--- src/rtl/core/olsu_pkg.sv ---
// ============================================================================
// olsu_pkg
// types, codes and widths shared by the ordered list store unit
// ============================================================================
package olsu_pkg;

    localparam int CAPACITY_DEF = 16;
    localparam int CMD_W        = 2;
    localparam int VALUE_W      = 32;
    localparam int COUNT_W      = 5;

    typedef enum logic [CMD_W-1:0] {
        CMD_INS_FRONT = 2'd0,
        CMD_INS_BACK  = 2'd1,
        CMD_REMOVE    = 2'd2,
        CMD_FIND      = 2'd3
    } olsu_op_t;

    // controller to datapath
    typedef struct packed {
        logic load;
        logic insert;
        logic scan_start;
        logic out_load;
    } olsu_cmd_t;

    // datapath to controller
    typedef struct packed {
        logic is_insert;
        logic scan_done;
    } olsu_stat_t;

endpackage

--- src/rtl/core/olsu_in_if.sv ---
// ============================================================================
// olsu_in_if
// command channel: valid/ready with command and value payload
// ============================================================================
interface olsu_in_if;
    import olsu_pkg::*;

    logic                      valid;
    logic                      ready;
    logic [CMD_W-1:0]          command;
    logic signed [VALUE_W-1:0] value;

    modport source (output valid, output command, output value, input ready);
    modport sink   (input valid, input command, input value, output ready);

endinterface

--- src/rtl/core/olsu_out_if.sv ---
// ============================================================================
// olsu_out_if
// result channel: valid/ready with found, status and count payload
// ============================================================================
interface olsu_out_if;
    import olsu_pkg::*;

    logic               valid;
    logic               ready;
    logic               found;
    logic               status;
    logic [COUNT_W-1:0] removed_count;
    logic [COUNT_W-1:0] entry_count;

    modport source (
        output valid, output found, output status,
        output removed_count, output entry_count, input ready
    );
    modport sink (
        input valid, input found, input status,
        input removed_count, input entry_count, output ready
    );

endinterface

--- src/rtl/core/olsu_ram.sv ---
// ============================================================================
// olsu_ram
// generic simple dual-port ram, one write port, one registered read port
// ============================================================================
module olsu_ram #(
    parameter int WIDTH = 32,
    parameter int DEPTH = 16
) (
    input  logic                                   clk,
    input  logic                                   we,
    input  logic [((DEPTH > 1) ? $clog2(DEPTH) : 1)-1:0] waddr,
    input  logic [WIDTH-1:0]                       wdata,
    input  logic [((DEPTH > 1) ? $clog2(DEPTH) : 1)-1:0] raddr,
    output logic [WIDTH-1:0]                       rdata
);
    logic [WIDTH-1:0] mem [DEPTH];

    always_ff @(posedge clk)
    begin
        if (we)
        begin
            mem[waddr] <= wdata;
        end
        rdata <= mem[raddr];
    end

endmodule

--- src/rtl/core/olsu_ctrl.sv ---
// ============================================================================
// olsu_ctrl
// command sequencer: accept, execute, scan wait and result handoff
// ============================================================================
module olsu_ctrl (
    input  logic               clk,
    input  logic               rst_n,
    input  logic               in_valid,
    output logic               in_ready,
    output logic               out_valid,
    input  logic               out_ready,
    output olsu_pkg::olsu_cmd_t  cmd,
    input  olsu_pkg::olsu_stat_t stat
);
    import olsu_pkg::*;

    typedef enum logic [1:0] {
        ST_IDLE,
        ST_EXEC,
        ST_SCAN,
        ST_FINISH
    } state_t;

    state_t state_reg, state_next;
    logic   out_valid_reg, out_valid_next;
    logic   slot_free;

    assign slot_free = !out_valid_reg || out_ready;

    always_comb
    begin
        cmd        = '0;
        state_next = state_reg;
        case (state_reg)
            ST_IDLE:
            begin
                if (in_valid)
                begin
                    cmd.load   = 1'b1;
                    state_next = ST_EXEC;
                end
            end
            ST_EXEC:
            begin
                if (stat.is_insert)
                begin
                    cmd.insert = 1'b1;
                    state_next = ST_FINISH;
                end
                else
                begin
                    cmd.scan_start = 1'b1;
                    state_next     = ST_SCAN;
                end
            end
            ST_SCAN:
            begin
                if (stat.scan_done)
                begin
                    state_next = ST_FINISH;
                end
            end
            ST_FINISH:
            begin
                if (slot_free)
                begin
                    cmd.out_load = 1'b1;
                    state_next   = ST_IDLE;
                end
            end
            default:
            begin
                state_next = ST_IDLE;
            end
        endcase
    end

    always_comb
    begin
        if (cmd.out_load)
        begin
            out_valid_next = 1'b1;
        end
        else if (out_ready)
        begin
            out_valid_next = 1'b0;
        end
        else
        begin
            out_valid_next = out_valid_reg;
        end
    end

    always_ff @(posedge clk or negedge rst_n)
    begin
        if (!rst_n)
        begin
            state_reg     <= ST_IDLE;
            out_valid_reg <= 1'b0;
        end
        else
        begin
            state_reg     <= state_next;
            out_valid_reg <= out_valid_next;
        end
    end

    assign in_ready  = (state_reg == ST_IDLE);
    assign out_valid = out_valid_reg;

endmodule

--- src/rtl/core/olsu_dp.sv ---
// ============================================================================
// olsu_dp
// entry ram as a ring with head pointer, insert logic, scan and compaction
// ============================================================================
module olsu_dp #(
    parameter int CAPACITY = olsu_pkg::CAPACITY_DEF
) (
    input  logic                                clk,
    input  logic                                rst_n,
    input  olsu_pkg::olsu_cmd_t                 cmd,
    output olsu_pkg::olsu_stat_t                stat,
    input  logic [olsu_pkg::CMD_W-1:0]          in_command,
    input  logic signed [olsu_pkg::VALUE_W-1:0] in_value,
    output logic                                found,
    output logic                                status,
    output logic [olsu_pkg::COUNT_W-1:0]        removed_count,
    output logic [olsu_pkg::COUNT_W-1:0]        entry_count
);
    import olsu_pkg::*;

    localparam int             AW    = (CAPACITY > 1) ? $clog2(CAPACITY) : 1;
    localparam int             CW    = $clog2(CAPACITY + 1);
    localparam logic [AW-1:0]  LAST  = AW'(CAPACITY - 1);
    localparam logic [CW-1:0]  FULL  = CW'(CAPACITY);
    localparam logic [AW:0]    CAP_X = (AW + 1)'(CAPACITY);

    function automatic logic [AW-1:0] ptr_inc(input logic [AW-1:0] p);
        return (p == LAST) ? '0 : p + 1'b1;
    endfunction

    // control state
    logic [AW-1:0] head_reg, head_next;
    logic [CW-1:0] occ_reg, occ_next;
    logic          scan_reg, scan_next;
    logic          rd_vld_reg, rd_vld_next;

    // per-command working registers
    olsu_op_t           op_reg, op_next;
    logic [VALUE_W-1:0] value_reg, value_next;
    logic [AW-1:0]      rd_ptr_reg, rd_ptr_next;
    logic [AW-1:0]      wr_ptr_reg, wr_ptr_next;
    logic [CW-1:0]      issue_reg, issue_next;
    logic [CW-1:0]      keep_reg, keep_next;
    logic [CW-1:0]      removed_reg, removed_next;
    logic               found_reg, found_next;
    logic               status_reg, status_next;

    // result register
    logic               res_found_reg, res_status_reg;
    logic [COUNT_W-1:0] res_removed_reg, res_count_reg;

    logic               ram_we;
    logic [AW-1:0]      ram_waddr;
    logic [VALUE_W-1:0] ram_wdata;
    logic [VALUE_W-1:0] ram_rdata;

    logic          match, issue_more, done, keep_write, full, is_remove;
    logic [AW-1:0] front_head, back_addr;
    logic [AW:0]   back_sum;

    olsu_ram #(
        .WIDTH (VALUE_W),
        .DEPTH (CAPACITY)
    ) u_ram (
        .clk   (clk),
        .we    (ram_we),
        .waddr (ram_waddr),
        .wdata (ram_wdata),
        .raddr (rd_ptr_reg),
        .rdata (ram_rdata)
    );

    assign is_remove  = (op_reg == CMD_REMOVE);
    assign match      = (ram_rdata == value_reg);
    assign issue_more = scan_reg && (issue_reg != occ_reg);
    assign done       = scan_reg && !issue_more && !rd_vld_reg;
    assign keep_write = rd_vld_reg && !match && is_remove;
    assign full       = (occ_reg == FULL);
    assign front_head = (head_reg == '0) ? LAST : head_reg - 1'b1;
    assign back_sum   = {1'b0, head_reg} + (AW + 1)'(occ_reg);
    assign back_addr  = (back_sum >= CAP_X) ? AW'(back_sum - CAP_X) : back_sum[AW-1:0];

    assign ram_we    = (cmd.insert && !full) || keep_write;
    assign ram_waddr = keep_write ? wr_ptr_reg
                     : ((op_reg == CMD_INS_FRONT) ? front_head : back_addr);
    assign ram_wdata = keep_write ? ram_rdata : value_reg;

    always_comb
    begin
        head_next    = head_reg;
        occ_next     = occ_reg;
        scan_next    = scan_reg;
        rd_vld_next  = issue_more;
        op_next      = op_reg;
        value_next   = value_reg;
        rd_ptr_next  = rd_ptr_reg;
        wr_ptr_next  = wr_ptr_reg;
        issue_next   = issue_reg;
        keep_next    = keep_reg;
        removed_next = removed_reg;
        found_next   = found_reg;
        status_next  = status_reg;

        if (cmd.load)
        begin
            op_next      = olsu_op_t'(in_command);
            value_next   = in_value;
            rd_ptr_next  = head_reg;
            wr_ptr_next  = head_reg;
            issue_next   = '0;
            keep_next    = '0;
            removed_next = '0;
            found_next   = 1'b0;
            status_next  = 1'b0;
        end

        if (cmd.insert)
        begin
            if (full)
            begin
                status_next = 1'b1;
            end
            else
            begin
                occ_next = occ_reg + CW'(1);
                if (op_reg == CMD_INS_FRONT)
                begin
                    head_next = front_head;
                end
            end
        end

        if (cmd.scan_start)
        begin
            scan_next = 1'b1;
        end

        if (issue_more)
        begin
            rd_ptr_next = ptr_inc(rd_ptr_reg);
            issue_next  = issue_reg + CW'(1);
        end

        if (rd_vld_reg)
        begin
            if (match)
            begin
                if (is_remove)
                begin
                    removed_next = removed_reg + CW'(1);
                end
                else
                begin
                    found_next = 1'b1;
                end
            end
            else if (is_remove)
            begin
                wr_ptr_next = ptr_inc(wr_ptr_reg);
                keep_next   = keep_reg + CW'(1);
            end
        end

        if (done)
        begin
            scan_next = 1'b0;
            if (is_remove)
            begin
                occ_next = keep_reg;
            end
        end
    end

    always_ff @(posedge clk or negedge rst_n)
    begin
        if (!rst_n)
        begin
            head_reg   <= '0;
            occ_reg    <= '0;
            scan_reg   <= 1'b0;
            rd_vld_reg <= 1'b0;
        end
        else
        begin
            head_reg   <= head_next;
            occ_reg    <= occ_next;
            scan_reg   <= scan_next;
            rd_vld_reg <= rd_vld_next;
        end
    end

    always_ff @(posedge clk)
    begin
        op_reg      <= op_next;
        value_reg   <= value_next;
        rd_ptr_reg  <= rd_ptr_next;
        wr_ptr_reg  <= wr_ptr_next;
        issue_reg   <= issue_next;
        keep_reg    <= keep_next;
        removed_reg <= removed_next;
        found_reg   <= found_next;
        status_reg  <= status_next;
        if (cmd.out_load)
        begin
            res_found_reg   <= found_reg;
            res_status_reg  <= status_reg;
            res_removed_reg <= COUNT_W'(removed_reg);
            res_count_reg   <= COUNT_W'(occ_reg);
        end
    end

    assign stat.is_insert = (op_reg == CMD_INS_FRONT) || (op_reg == CMD_INS_BACK);
    assign stat.scan_done = done;

    assign found         = res_found_reg;
    assign status        = res_status_reg;
    assign removed_count = res_removed_reg;
    assign entry_count   = res_count_reg;

endmodule

--- src/rtl/core/ordered_list_store_unit.sv ---
// ============================================================================
// ordered_list_store_unit
// ordered store of signed 32-bit values with front/back insert, remove, find
// ----------------------------------------------------------------------------
// in_ch carries one command (insert front, insert back, remove all equal,
// find) with a value; out_ch returns exactly one result per command with
// found, status (insert dropped on full store), removed_count, entry_count.
// a transfer happens on a rising edge with valid and ready both high.
// entries live in a single ram used as a ring, front at a head pointer.
// one command is in work at a time; in_ch.ready is high only when idle.
// insert goes through accept, insert and result handoff in that order.
// remove/find go through accept, scan start, a scan of the n stored
// entries and result handoff; the scan is paced by the single
// read port of the entry ram, which reads one entry per cycle.
// the result sits in an output register, so the next command is accepted
// while the previous result waits; a stalled out_ch holds the result and
// the finished command waits for the register to free up.
// reset empties the store at once (count cleared, no ram sweep); entries
// are only read after they were written.
// counts above 31 (capacity over 31) show their low 5 bits.
// ============================================================================
module ordered_list_store_unit #(
    parameter int CAPACITY = olsu_pkg::CAPACITY_DEF
) (
    input  logic        clk,
    input  logic        rst_n,
    olsu_in_if.sink     in_ch,
    olsu_out_if.source  out_ch
);
    import olsu_pkg::*;

    olsu_cmd_t  cmd;
    olsu_stat_t stat;

    olsu_ctrl u_ctrl (
        .clk       (clk),
        .rst_n     (rst_n),
        .in_valid  (in_ch.valid),
        .in_ready  (in_ch.ready),
        .out_valid (out_ch.valid),
        .out_ready (out_ch.ready),
        .cmd       (cmd),
        .stat      (stat)
    );

    olsu_dp #(
        .CAPACITY (CAPACITY)
    ) u_dp (
        .clk           (clk),
        .rst_n         (rst_n),
        .cmd           (cmd),
        .stat          (stat),
        .in_command    (in_ch.command),
        .in_value      (in_ch.value),
        .found         (out_ch.found),
        .status        (out_ch.status),
        .removed_count (out_ch.removed_count),
        .entry_count   (out_ch.entry_count)
    );

endmodule

--- src/flat_wrapper.sv ---
// flat-port wrapper written by rule: the top's interface ports become plain ports
module ordered_list_store_unit_flat import olsu_pkg::*;
#(
    parameter int CAPACITY = olsu_pkg::CAPACITY_DEF
)
  (clk, rst_n, in_ch_valid, in_ch_command, in_ch_value, in_ch_ready, out_ch_valid, out_ch_found, out_ch_status, out_ch_removed_count, out_ch_entry_count, out_ch_ready);
  olsu_in_if in_ch_i ();
  olsu_out_if out_ch_i ();
  input  logic clk;
  input  logic rst_n;
  input wire logic [$bits(in_ch_i.valid)-1:0] in_ch_valid;
  input wire logic [$bits(in_ch_i.command)-1:0] in_ch_command;
  input wire logic [$bits(in_ch_i.value)-1:0] in_ch_value;
  output wire logic [$bits(in_ch_i.ready)-1:0] in_ch_ready;
  output wire logic [$bits(out_ch_i.valid)-1:0] out_ch_valid;
  output wire logic [$bits(out_ch_i.found)-1:0] out_ch_found;
  output wire logic [$bits(out_ch_i.status)-1:0] out_ch_status;
  output wire logic [$bits(out_ch_i.removed_count)-1:0] out_ch_removed_count;
  output wire logic [$bits(out_ch_i.entry_count)-1:0] out_ch_entry_count;
  input wire logic [$bits(out_ch_i.ready)-1:0] out_ch_ready;
  assign in_ch_i.valid = in_ch_valid;
  assign in_ch_i.command = in_ch_command;
  assign in_ch_i.value = in_ch_value;
  assign in_ch_ready = in_ch_i.ready;
  assign out_ch_valid = out_ch_i.valid;
  assign out_ch_found = out_ch_i.found;
  assign out_ch_status = out_ch_i.status;
  assign out_ch_removed_count = out_ch_i.removed_count;
  assign out_ch_entry_count = out_ch_i.entry_count;
  assign out_ch_i.ready = out_ch_ready;
  ordered_list_store_unit #(.CAPACITY(CAPACITY)) u_core (.clk(clk), .rst_n(rst_n), .in_ch(in_ch_i), .out_ch(out_ch_i));
endmodule
--- config.mk ---
export PLATFORM = sky130hd
export DESIGN_NAME = ordered_list_store_unit_flat
export DESIGN_NICKNAME = d
export VERILOG_FILES = /design/src/rtl/core/olsu_pkg.sv /design/src/rtl/core/olsu_in_if.sv /design/src/rtl/core/olsu_out_if.sv /design/src/rtl/core/olsu_ram.sv /design/src/rtl/core/olsu_ctrl.sv /design/src/rtl/core/olsu_dp.sv /design/src/rtl/core/ordered_list_store_unit.sv /design/src/flat_wrapper.sv
export SDC_FILE = /design/constraint.sdc
export NUM_CORES = 1
export LEC_CHECK = 0
export BUFFER_PORTS_ARGS = -buffer_cell sky130_fd_sc_hd__buf_2
export CORE_UTILIZATION = 55
export DETAILED_ROUTE_END_ITERATION = 16
export PLACE_DENSITY_LB_ADDON = 0.05
export SLEW_MARGIN = 20
export SYNTH_ARGS = -nofsm -noshare
export SYNTH_HDL_FRONTEND = slang
export SYNTH_SLANG_ARGS = --single-unit
--- constraint.sdc ---
create_clock -name clk -period 5.9 [get_ports clk]
set_input_delay 1.77 -clock clk [delete_from_list [all_inputs] [get_ports clk]]
set_output_delay 1.77 -clock clk [all_outputs]
set_load 0.005 [all_outputs]
---- After elaboration in Yosys (flattened, before gate mapping) ----
Memory sizes are Yosys's and may differ from the RTL's. A register that Yosys moved wholly into a read port is not among the register bits.
Index checks and enable logic that the tools add are counted.
operators by class
  add/sub/neg operators ................... 9
  order comparisons ....................... 1
  eq/ne operators ......................... 13
  muxes and demuxes ....................... 52
  bitwise gates (word level) .............. 1
  reduce and logical (&&, ||, !) cells .... 22
operators with widths
  kind                                                                    count
  5-bit 2-to-1 mux                                                        14
  4-bit 2-to-1 mux                                                        12
  32-bit equality test                                                    1
  32-bit 2-to-1 mux                                                       1
  5-bit by 1-bit adder with 5-bit output (second input constant)          4
  1-bit 2-to-1 mux                                                        20
  4-bit by 1-bit adder with 4-bit output (second input constant)          2
  4-bit equality test (second input constant)                             2
  2-bit 2-to-1 mux                                                        4
  2-bit one-hot mux with 4 select lines                                   1
  4-bit by 1-bit subtractor with 4-bit output (second input constant)     2
  2-bit equality test (second input constant)                             3
  1-bit logical AND                                                       6
  2-bit inequality test (second input constant)                           3
  3-bit AND reduction                                                     2
  2-bit nonzero test                                                      3
  4-bit by 5-bit adder with 5-bit output                                  1
  5-bit equality test (second input constant)                             1
  5-bit greater-or-equal comparator (second input constant)               1
  1-bit logical NOT                                                       5
  5-bit inequality test                                                   1
  2-bit by 1-bit equality test with 1-bit output (second input constant)  2
  2-bit logical NOT                                                       2
  4-bit logical NOT                                                       1
  2 further kinds                                                         4
word-level totals
  register bits after elaboration ......... 85
  memory bits (writable) .................. 512
  input port bits ......................... 38
  output and inout port bits .............. 14
  logic and storage cells ................. 118
  memories kept ........................... 1
memory list
  memory                 words  width  rd ports  clocked after Yosys merged registers in  wr ports  line            source
  u_core.u_dp.u_ram.mem  16     32     1         1                                        1         olsu_ram.sv:16  logic [WIDTH-1:0] mem [DEPTH];

---- Depth between registers and ports, before layout ----
Gate-level depths: netlist (run 1).
  word-level depth ........................ 8
  depth in mapped cells ................... 8
  mapped depth without buffers ............ 8

---- Modules after synthesis ----
A second synthesis (run 1) with hierarchy kept.
second synthesis, totals
  cell total of the unflattened synthesis .. 1,208
  area, all modules ....................... 24,318.3 um^2
modules (own cells, without submodules)
  module     instances  cells each  area an instance (um^2)  seq. area each (um^2)
  olsu_ram   1          838         19,835.3                 16,015.4
  olsu_dp    1          345         4,214.0                  2,247.2
  olsu_ctrl  1          25          269.0                    75.1

---- Worst setup path before layout (run 1) ----
Ideal clock, no wire load.
  kind .................................... register -> register
  start point ............................. register u_core.u_dp.value_reg[20]
  end point ............................... memory u_core.u_dp.u_ram.mem[0][0], enable pin
  setup time .............................. 472 ps
  arrival time ............................ 3,772 ps
  required time ........................... 5,428 ps
  slack ................................... 1,656 ps
  stages on the path, launching flop included .. 7
  path buffers ............................ 0
  clock period less this slack ............ 4,244 ps
  cells stage by stage .................... edfxtp_1 xnor2_1 nand4_1 nor4_2 a21o_2 or3_1 o32ai_1
on the way
  longest elaborated chain between the ends .. 7
  elaborated cells between the ends (all ways) .. 8
  those cells by class .................... 1 x eq/ne; 3 x mux; 4 x reduce/logical
RTL lines
  element                                 line            source
  start, declared                         olsu_dp.sv:39   logic [VALUE_W-1:0] value_reg, value_next;
  start signal, assigned                  olsu_dp.sv:195  value_reg <= value_next;
  32-bit equality test (*)                olsu_dp.sv:74   assign match = (ram_rdata == value_reg);
  1-bit logical NOT (*)                   olsu_dp.sv:77   assign keep_write = rd_vld_reg && !match && is_remove;
  1-bit logical AND (*) (2 in a row)      olsu_dp.sv:77
  1-bit logical OR                        olsu_dp.sv:83   assign ram_we = (cmd.insert && !full) || keep_write;
  1-bit 2-to-1 mux                        olsu_ram.sv:20  if (we)
  1-bit 2-to-1 mux (not written as such)  olsu_ram.sv:22  mem[waddr] <= wdata;
  end, declared                           olsu_ram.sv:16
Every way passes the cells marked *; elsewhere a longest branch is shown, timed or not.

---- Worst setup path in the final report (run 1) ----
  start point ............................. register u_core.u_dp.op_reg[1]
  end point ............................... memory u_core.u_dp.u_ram.mem[8][9], enable pin
on the way
  longest elaborated chain between the ends .. 8
  elaborated cells between the ends (all ways) .. 13
  those cells by class .................... 2 x eq/ne; 6 x mux; 5 x reduce/logical
RTL lines
  element                                                                              line                           source
  start, declared                                                                      olsu_dp.sv:38                  olsu_op_t op_reg, op_next;
  start signal, assigned                                                               olsu_dp.sv:194                 op_reg <= op_next;
  2-bit by 1-bit equality test with 1-bit output or 2-bit logical NOT (tied branches)  olsu_dp.sv:212, olsu_dp.sv:85
  1-bit logical OR                                                                     olsu_dp.sv:212                 assign stat.is_insert = (op_reg == CMD_INS_FRONT) || (op_reg == CMD_INS_BACK);
  1-bit 2-to-1 mux                                                                     olsu_ctrl.sv:45                if (stat.is_insert)
  2-bit 2-to-1 mux                                                                     olsu_ctrl.sv:34                case (state_reg)
  1-bit logical AND                                                                    olsu_dp.sv:83
  1-bit logical OR                                                                     olsu_dp.sv:83
  1-bit 2-to-1 mux                                                                     olsu_ram.sv:20
  1-bit 2-to-1 mux (not written as such)                                               olsu_ram.sv:22
Parallel ways exist; a longest one is shown, timed or not.

==> insert_results.sql, run 1 <==
INSERT INTO impl_metrics (metric_group, metric, value, unit) VALUES
('clock_tree', 'insertion_delay', '0.62', 'ns'),
('power_and_ir_drop', 'static-leakage-power', '0.00932', 'µW'),
('grt', 'grt_max_degree', '94', ''),
('drt', 'met2_wirelength', '26.9', 'mm'),
('timing', 'report.final.setup_viol', '0', ''),
('yosys', 'synth-seq-cells', '629', ''),
('critical_path', 'r2r_start', 'u_core.u_dp.op_reg[1]', ''),
('floorplanning', 'core_region_area', '44100', 'µm²'),
('run_status', 'outcome', 'finished clean', ''),
('floorplanning', 'fp.dieH', '214', 'µm'),
('finish', 'max_ffs_per_register', '512', ''),
('timing', 'fmaxAchievable', '257', 'MHz'),
('grt', 'wire_length_of_the_first_global_routing_pass', '82.7', 'mm'),
('grt', 'gr-total-overflow', '0', ''),
('min_path', 'min_path_cells', '0', ''),
('grt', 'grt_pass1_vias', '12504', ''),
('drt', 'met3_wirelength', '3.63', 'mm'),
('timing', 'final_min_period_over_clock_period', '66.0', '%'),
('timing', 'fin_tns_setup', '0', 'ns'),
('timing', 'timing_hold_violations_final', '0', ''),
('clock_tree', 'tritoncts', 'yes', ''),
('drt', 'route.final.wire_length', '56.4', 'mm'),
('drt', 'antenna_violating_nets_post_route', '0', ''),
('critical_path', 'critical_path.cell_chain', 'nor2b_1 -> nand2_1 -> a21oi_1 -> nand3_1 -> o32ai_4 -> buf_4', ''),
('yosys', 'synth-main-ff-cell', 'edfxtp_1', ''),
('clock_tree', 'cts_inserted_buffers', '61', ''),
('timing', 'timing.max_slew.rel_slack', '27.2', '%'),
('min_path', 'hold_class', 'register to register', ''),
('timing', 'final.setup.worst_slack', '2.01', 'ns'),
('power_and_ir_drop', 'power_frac_comb', '30.4', '%'),
('critical_path', 'start_kind', 'register', ''),
('clock_tree', 'post_cts_buffers', '0', ''),
('critical_path', 'crit_type', 'register to register', ''),
('yosys', 'postSynth.asyncResetShare', '2.23', '%'),
('floorplanning', 'die_area', '45600', 'µm²'),
('critical_path', 'critical_path_required', '6.19', 'ns'),
('timing', 'timing.final.max_slew_violations', '0', ''),
('floorplanning', 'initial_utilization', '55.8', '%'),
('finish', 'final_nets', '1483', ''),
('timing', 'skew', '0.0228', 'ns'),
('critical_path', 'r2r_slack', '2.01', 'ns'),
('timing', 'rsz0062_at_grt', 'false', ''),
('yosys', 'synth_fp_nets', '1402', ''),
('floorplanning', 'die_w', '214', 'µm'),
('placement', 'placed_area', '25800', 'µm²'),
('critical_path', 'critical_path.max_stage_delay', '0.91', 'ns'),
('clock_tree', 'h-tree-depth', '2', ''),
('floorplanning', 'placement_rows', '77', ''),
('critical_path', 'critical_path.startpoint', 'u_core.u_dp.op_reg[1]', ''),
('finish', 'most-common-layout-cells', 'edfxtp_1, mux2i_1, nand2_1', ''),
('clock_tree', 'cts.reportedPaths.clkPinSlew', '0.06', 'ns'),
('run', 'maxCapViolCount', '0', ''),
('critical_path', 'setup.worst_path.end', 'u_core.u_dp.u_ram.mem[8][9]', ''),
('drt', 'wirelength_met1', '24.4', 'mm'),
('timing', 'final.hold.worst_slack', '0.443', 'ns'),
('critical_path', 'worst-path-max-fanout', '17', ''),
('drt', 'top_layer_in_use', 'met5', ''),
('yosys', 'synth_edf_count', '567', ''),
('critical_path', 'timing.critical_path.to_type', 'register', ''),
('critical_path', 'worst-r2r-cell-count', '6', ''),
('placement', 'place.detailed.hpwl', '33.7', 'mm'),
('drt', 'dr.pass1.iters', '5', ''),
('drt', 'dr_total_vias', '12730', ''),
('power_and_ir_drop', 'report.power.total', '14200', 'µW'),
('power_and_ir_drop', 'pwr_density_cell', '512', 'nW/µm²'),
('floorplanning', 'ios', '52', ''),
('finish', 'drive_above_1_share', '19.7', '%'),
('clock_tree', 'cts_root_buf', 'clkbuf_16', ''),
('critical_path', 'worst-endpoint-arrival', '4.18', 'ns'),
('clock_tree', 'cts.repair.resized', '0', ''),
('grt', 'grt_usage', '25.6', '%');
==> critical path: cells and delay by family (launching register included) <==
| family | cells | cell delay (ns) |
|---|---|---|
| and+or+nand+nor | 3 | 0.97 |
| buffers and inverters | 1 | 0.42 |
| DFF | 1 | 0.42 |
| AOI/OAI and AO/OA | 2 | 1.75 |
==> metrics by stage <==
stage | cells | util (%)
floorplan | 1348 | -
global placement | 1956 | 58.5
detailed placement | 1957 | 58.5
CTS | 2071 | 62.7
global route | 2073 | 62.8
finish | 2075 | 62.8
==> kinds of logic (layout without fill, tap and decap cells) <==
logic type / count (synthesis) / in the layout / synth area share [%]
fa+ha+maj: 16 / 16 / 0.844
compound gates: 191 / 191 / 5.57
flops: 629 / 629 / 74.5
buf+inv: 80 / 212 / 1.37
simple gates: 144 / 144 / 2.78
mux: 237 / 237 / 13.1
xor+xnor: 51 / 51 / 1.82
other cells: 0 / 3 / 0
==> layer usage <==
metal	up-vias	track usage (%)
met5	-	0
met4	10	8.03
met3	96	4.88
met2	382	40.6
met1	6621	36.1
li1	5621	-
==> worst min path at each step <==
stage	from	endpoint	slack [ns]
CTS	u_core.u_dp.found_reg	u_core.u_dp.found	0.44
detailed placement	u_core.u_dp.found_reg	u_core.u_dp.found	0.43
global route	u_core.u_dp.found_reg	u_core.u_dp.found	0.46
floorplan	u_core.u_dp.found_reg	u_core.u_dp.found	0.41
finish	u_core.u_dp.found_reg	u_core.u_dp.found	0.44
global placement	u_core.u_dp.found_reg	u_core.u_dp.found	0.43
==> synth_stat cells, types with 3 or more instances <==
cell / count / area [µm²]
o22ai_1: 12 / 75.1
nand2_1: 69 / 259
ha_1: 15 / 188
clkbuf_1: 35 / 131
nand4_1: 10 / 62.6
inv_1: 13 / 48.8
nor2b_1: 4 / 25.0
edfxtp_1: 567 / 17000
mux2i_1: 135 / 1350
and2_1: 5 / 31.3
nand2b_1: 8 / 50.1
o21ai_0: 47 / 235
nor2_1: 20 / 75.1
or2_2: 3 / 18.8
xor2_1: 10 / 87.6
a31oi_1: 3 / 18.8
and3_1: 3 / 18.8
buf_1: 6 / 22.5
nand3_1: 8 / 40.0
dfrtp_1: 14 / 350
mux2_2: 38 / 428
nor3_1: 6 / 30.0
a22o_1: 3 / 26.3
xnor2_1: 41 / 359
a211o_1: 3 / 26.3
o31ai_1: 4 / 30.0
a21o_1: 3 / 22.5
a21oi_1: 10 / 50.1
buf_2: 24 / 120
a221oi_1: 64 / 561
a22oi_1: 32 / 240
dfxtp_1: 48 / 961
mux4_2: 64 / 1440
o32ai_1: 4 / 35.0
==> final cells by class <==
type	count	area (µm²)
tap	592	741
clock buffer	75	1600
fill	3167	16400
sequential	629	18300
multi-input combinational	639	6180
inverter	14	52.6
antenna	3	7.51
clock inverter	39	260
timing repair buffer	84	527
==> power groups by stage <==
stage / Combinational, µW / Sequential (µW) / Clock, µW
3_5_place_dp: 4330 / 6330 / 0
2_1_floorplan: 2910 / 6210 / 0
6_report: 4310 / 6240 / 3640
5_1_grt: 4660 / 6310 / 3860
4_1_cts: 4360 / 6240 / 3700
3_3_place_gp: 4290 / 6310 / 0
Power figures use the tool's default switching activity.
==> run 2, diff against run 1 <==
- ABC_AREA: default -> 1
- clock period: 5.9 -> 3.8 ns (I/O delays scaled with it)
==> run 2 against run 1 <==
  * Synthesized area up 1.0%
  * Worst hold slack worse by 0.026 ns
  * Highest routed layer is now met4
  * Critical path type unchanged
  * Global-route usage increased by 1.4 points
  * Die area grew 1.0%
  * First-iteration DRC count up 17%
  * Largest power group unchanged
  * Via count increased by 24%
==> insert_results.sql, run 2 <==
INSERT INTO impl_metrics (metric_group, metric, value, unit) VALUES
('critical_path', 'worst-endpoint-arrival', '3.49', 'ns'),
('clock_tree', 'insertion_delay', '0.62', 'ns'),
('timing', 'rsz0062_at_grt', 'false', ''),
('drt', 'dr.pass1.iters', '7', ''),
('finish', 'ant_diodes', '0', ''),
('drt', 'vias_per_std_cell', '5.87', ''),
('yosys', 'yosysUniqueCellTypes', '40', ''),
('grt', 'grt_max_degree', '153', ''),
('clock_tree', 'h-tree-depth', '2', ''),
('run_status', 'outcome', 'finished clean', ''),
('timing', 'timing.final.max_slew_violations', '0', ''),
('timing', 'timing.max_slew.rel_slack', '34.8', '%'),
('clock_tree', 'cts-root-to-sink-buffers', '3', ''),
('critical_path', 'crit_type', 'register to register', ''),
('yosys', 'synth_edf_count', '567', ''),
('yosys', 'synth_fp_nets', '2026', ''),
('drt', 'routed_wire_length_per_instance', '22.7', 'µm'),
('clock_tree', 'cts.sinks', '629', ''),
('timing', 'final.setup.worst_slack', '0.641', 'ns'),
('finish', 'final_nets', '2098', ''),
('critical_path', 'critPathMostFrequentCell', 'nand2_1', ''),
('clock_tree', 'cts.reportedPaths.clkPinSlew', '0.06', 'ns'),
('critical_path', 'timing.critical_path.to_type', 'register', ''),
('critical_path', 'critical_path.max_stage_delay', '0.62', 'ns'),
('power_and_ir_drop', 'static-leakage-power', '0.00994', 'µW'),
('clock_tree', 'post_cts_buffers', '0', ''),
('yosys', 'synth_top_cells_by_area', 'edfxtp_1, nand2_1, o21ai_0, dfxtp_1, nor2_1', ''),
('timing', 'tightestPinTransition', '0.976', 'ns'),
('floorplanning', 'core_region_area', '44400', 'µm²'),
('yosys', 'postSynth.asyncResetShare', '2.23', '%'),
('floorplanning', 'die_area', '46000', 'µm²'),
('grt', 'grt_pass1_vias', '15445', ''),
('grt', 'wire_length_of_the_first_global_routing_pass', '93.5', 'mm'),
('finish', 'areaGrowthSynthToFinish', '13.3', '%'),
('finish', 'utilization', '63.4', '%'),
('clock_tree', 'cts.repair.resized', '0', ''),
('critical_path', 'start_kind', 'register', ''),
('critical_path', 'critical_path_required', '4.13', 'ns'),
('timing', 'final.hold.worst_slack', '0.417', 'ns'),
('yosys', 'synth_largest_type_area_fraction', '68.5', '%'),
('timing', 'fin_tns_setup', '0', 'ns'),
('timing', 'min_period', '3.16', 'ns'),
('power_and_ir_drop', 'pwr_density_cell', '799', 'nW/µm²'),
('finish', 'most-common-layout-cells', 'edfxtp_1, nand2_1, o21ai_0', ''),
('run', 'maxCapViolCount', '0', ''),
('critical_path', 'worst-path-max-fanout', '50', ''),
('critical_path', 'worst-path-buf-inv', '1', ''),
('finish', 'drive_above_1_share', '11.6', '%'),
('clock_tree', 'cts_hold_repair.buffers', '0', ''),
('finish', 'multi_input_area', '5940', 'µm²'),
('min_path', 'hold_class', 'input port to asynchronous set/reset pin', ''),
('yosys', 'syn_std_cell_area', '24900', 'µm²'),
('yosys', 'synth_seq_area_share', '73.8', '%'),
('yosys', 'synth-warning-count', '0', ''),
('timing', 'report.final.setup_viol', '0', ''),
('grt', 'gr-total-overflow', '0', ''),
('yosys', 'synth-main-ff-cell', 'edfxtp_1', ''),
('drt', 'route.detailed.drc', '0', ''),
('clock_tree', 'tritoncts', 'yes', ''),
('yosys', 'synthCells', '1972', ''),
('critical_path', 'critical_path.cell_chain', 'xnor2_1 -> nand2_1 -> nor2_1 -> nand2_1 -> nor2_2 -> nand2_4 -> nand3_4 -> buf_4 -> nand2_1 -> nand2_1', ''),
('clock_tree', 'cts_inserted_buffers', '60', ''),
('finish', 'final_common_cell', 'edfxtp_1', ''),
('timing', 'final_min_period_over_clock_period', '83.1', '%'),
('critical_path', 'critPathTopFamily', 'simple AND/OR/NAND/NOR gates', ''),
('yosys', 'synth-seq-cells', '629', ''),
('floorplanning', 'die_w', '215', 'µm'),
('timing', 'fmaxAchievable', '317', 'MHz'),
('timing', 'skew', '0.0137', 'ns'),
('power_and_ir_drop', 'report.power.total', '22500', 'µW'),
('yosys', 'syn-mean-instance-area', '12.6', 'µm²'),
('yosys', 'synth_largest_area_cell', 'edfxtp_1', ''),
('clock_tree', 'cts_root_buf', 'clkbuf_16', ''),
('floorplanning', 'initial_utilization', '56.0', '%'),
('placement', 'place.detailed.hpwl', '33.5', 'mm'),
('yosys', 'most_frequently_used_cell_type_in_the_post_synthesis_netlist', 'edfxtp_1', ''),
('drt', 'antenna_violating_nets_post_route', '0', ''),
('drt', 'count_of_routing_violations_after_the_opening_detailed_route_iteration', '1321', ''),
('drt', 'route.final.wire_length', '60.9', 'mm'),
('finish', 'sequential_cell_area', '18300', 'µm²'),
('power_and_ir_drop', 'ir_drop', '0.000488', 'V'),
('floorplanning', 'fp.dieH', '215', 'µm'),
('grt', 'grt_usage', '27.0', '%'),
('floorplanning', 'placement_rows', '77', ''),
('finish', 'fillers', '3328', ''),
('timing', 'timing_hold_violations_final', '0', ''),
('floorplanning', 'ios', '52', ''),
('placement', 'place_ws', '0.715', 'ns'),
('placement', 'buffer_ports.inserted', '51', ''),
('grt', 'antenna_found_initial', '0', ''),
('placement', 'gp_routability_congestion', '0.803', ''),
('drt', 'dr_total_vias', '15780', ''),
('finish', 'max_ffs_per_register', '512', ''),
('yosys', 'synth.cells.most_frequent', 'edfxtp_1, nand2_1, o21ai_0', ''),
('critical_path', 'critical_path.slowest_cell', 'buf_4', '');
==> run 2: cell types whose count changed after synthesis, moves of 29 or more <==
cell,change
nand3_1,+59
inv_1,+51
nand2_1,+327
o21ai_0,+165
nor2_1,+161
a22oi_1,-32
mux4_2,-64
clkbuf_1,+36
o22ai_1,+29
a21oi_1,+77
mux2_2,-38
mux2i_1,-133
==> run 2: metal layers <==
layer | global-route usage (%) | share of wire [%] | up-vias
li1 | - | - | 7303
met1 | 37.9 | 42 | 7788
met2 | 44.8 | 49 | 592
met3 | 3.19 | 6.9 | 97
met4 | 7.74 | 2.3 | 0
met5 | 0 | 0 | -
==> run 2: cell families after synthesis <==
logic type	after synthesis	share of synthesized area, %
AND/OR/NAND/NOR	696	11.5
flip-flops	629	73.8
AO/OA/AOI/OAI	417	9.66
buffers and inverters	174	2.81
XOR/XNOR	38	1.34
adder cells (fa/ha/maj)	16	0.836
multiplexers	2	0.0806
==> run 2: path summary, 6_finish.rpt <==
kind	depth (start not counted)	endpoint	start	slack [ns]
max	10	u_core.u_dp.u_ram.mem[10][23]	u_core.u_dp.value_reg[14]	0.64
min reg2reg	0	u_core.u_dp.status	u_core.u_dp.status_reg	0.44
max reg2reg	10	u_core.u_dp.u_ram.mem[10][23]	u_core.u_dp.value_reg[14]	0.64
min in group clk	0	u_core.u_dp.status	u_core.u_dp.status_reg	0.44
min	1	u_core.u_dp.head_reg[2]	rst_n	0.42
max in group asynchronous	1	u_core.u_dp.occ_reg[2]	rst_n	3.14
==> run 2: metrics by stage <==
stage / cells / area (µm²)
2_1_floorplan: 1972 / 24900
3_3_place_gp: 2574 / 26100
3_5_place_dp: 2574 / 26100
4_1_cts: 2687 / 28200
5_1_grt: 2687 / 28200
6_report: 2687 / 28200
==> run 2: cell type report <==
type	count	share of cell area, %
sequential	629	65.1
clock buffer	100	6.73
tap	592	2.63
timing repair buffer	115	3.06
clock inverter	13	0.440
multi-input combinational	1169	21.1
inverter	69	0.942
==> run 2: power breakdown <==
part / internal [µW] / switching (µW)
combinational: 1960 / 5020
clock: 3510 / 2480
sequential: 9070 / 463
total: 14500 / 7960
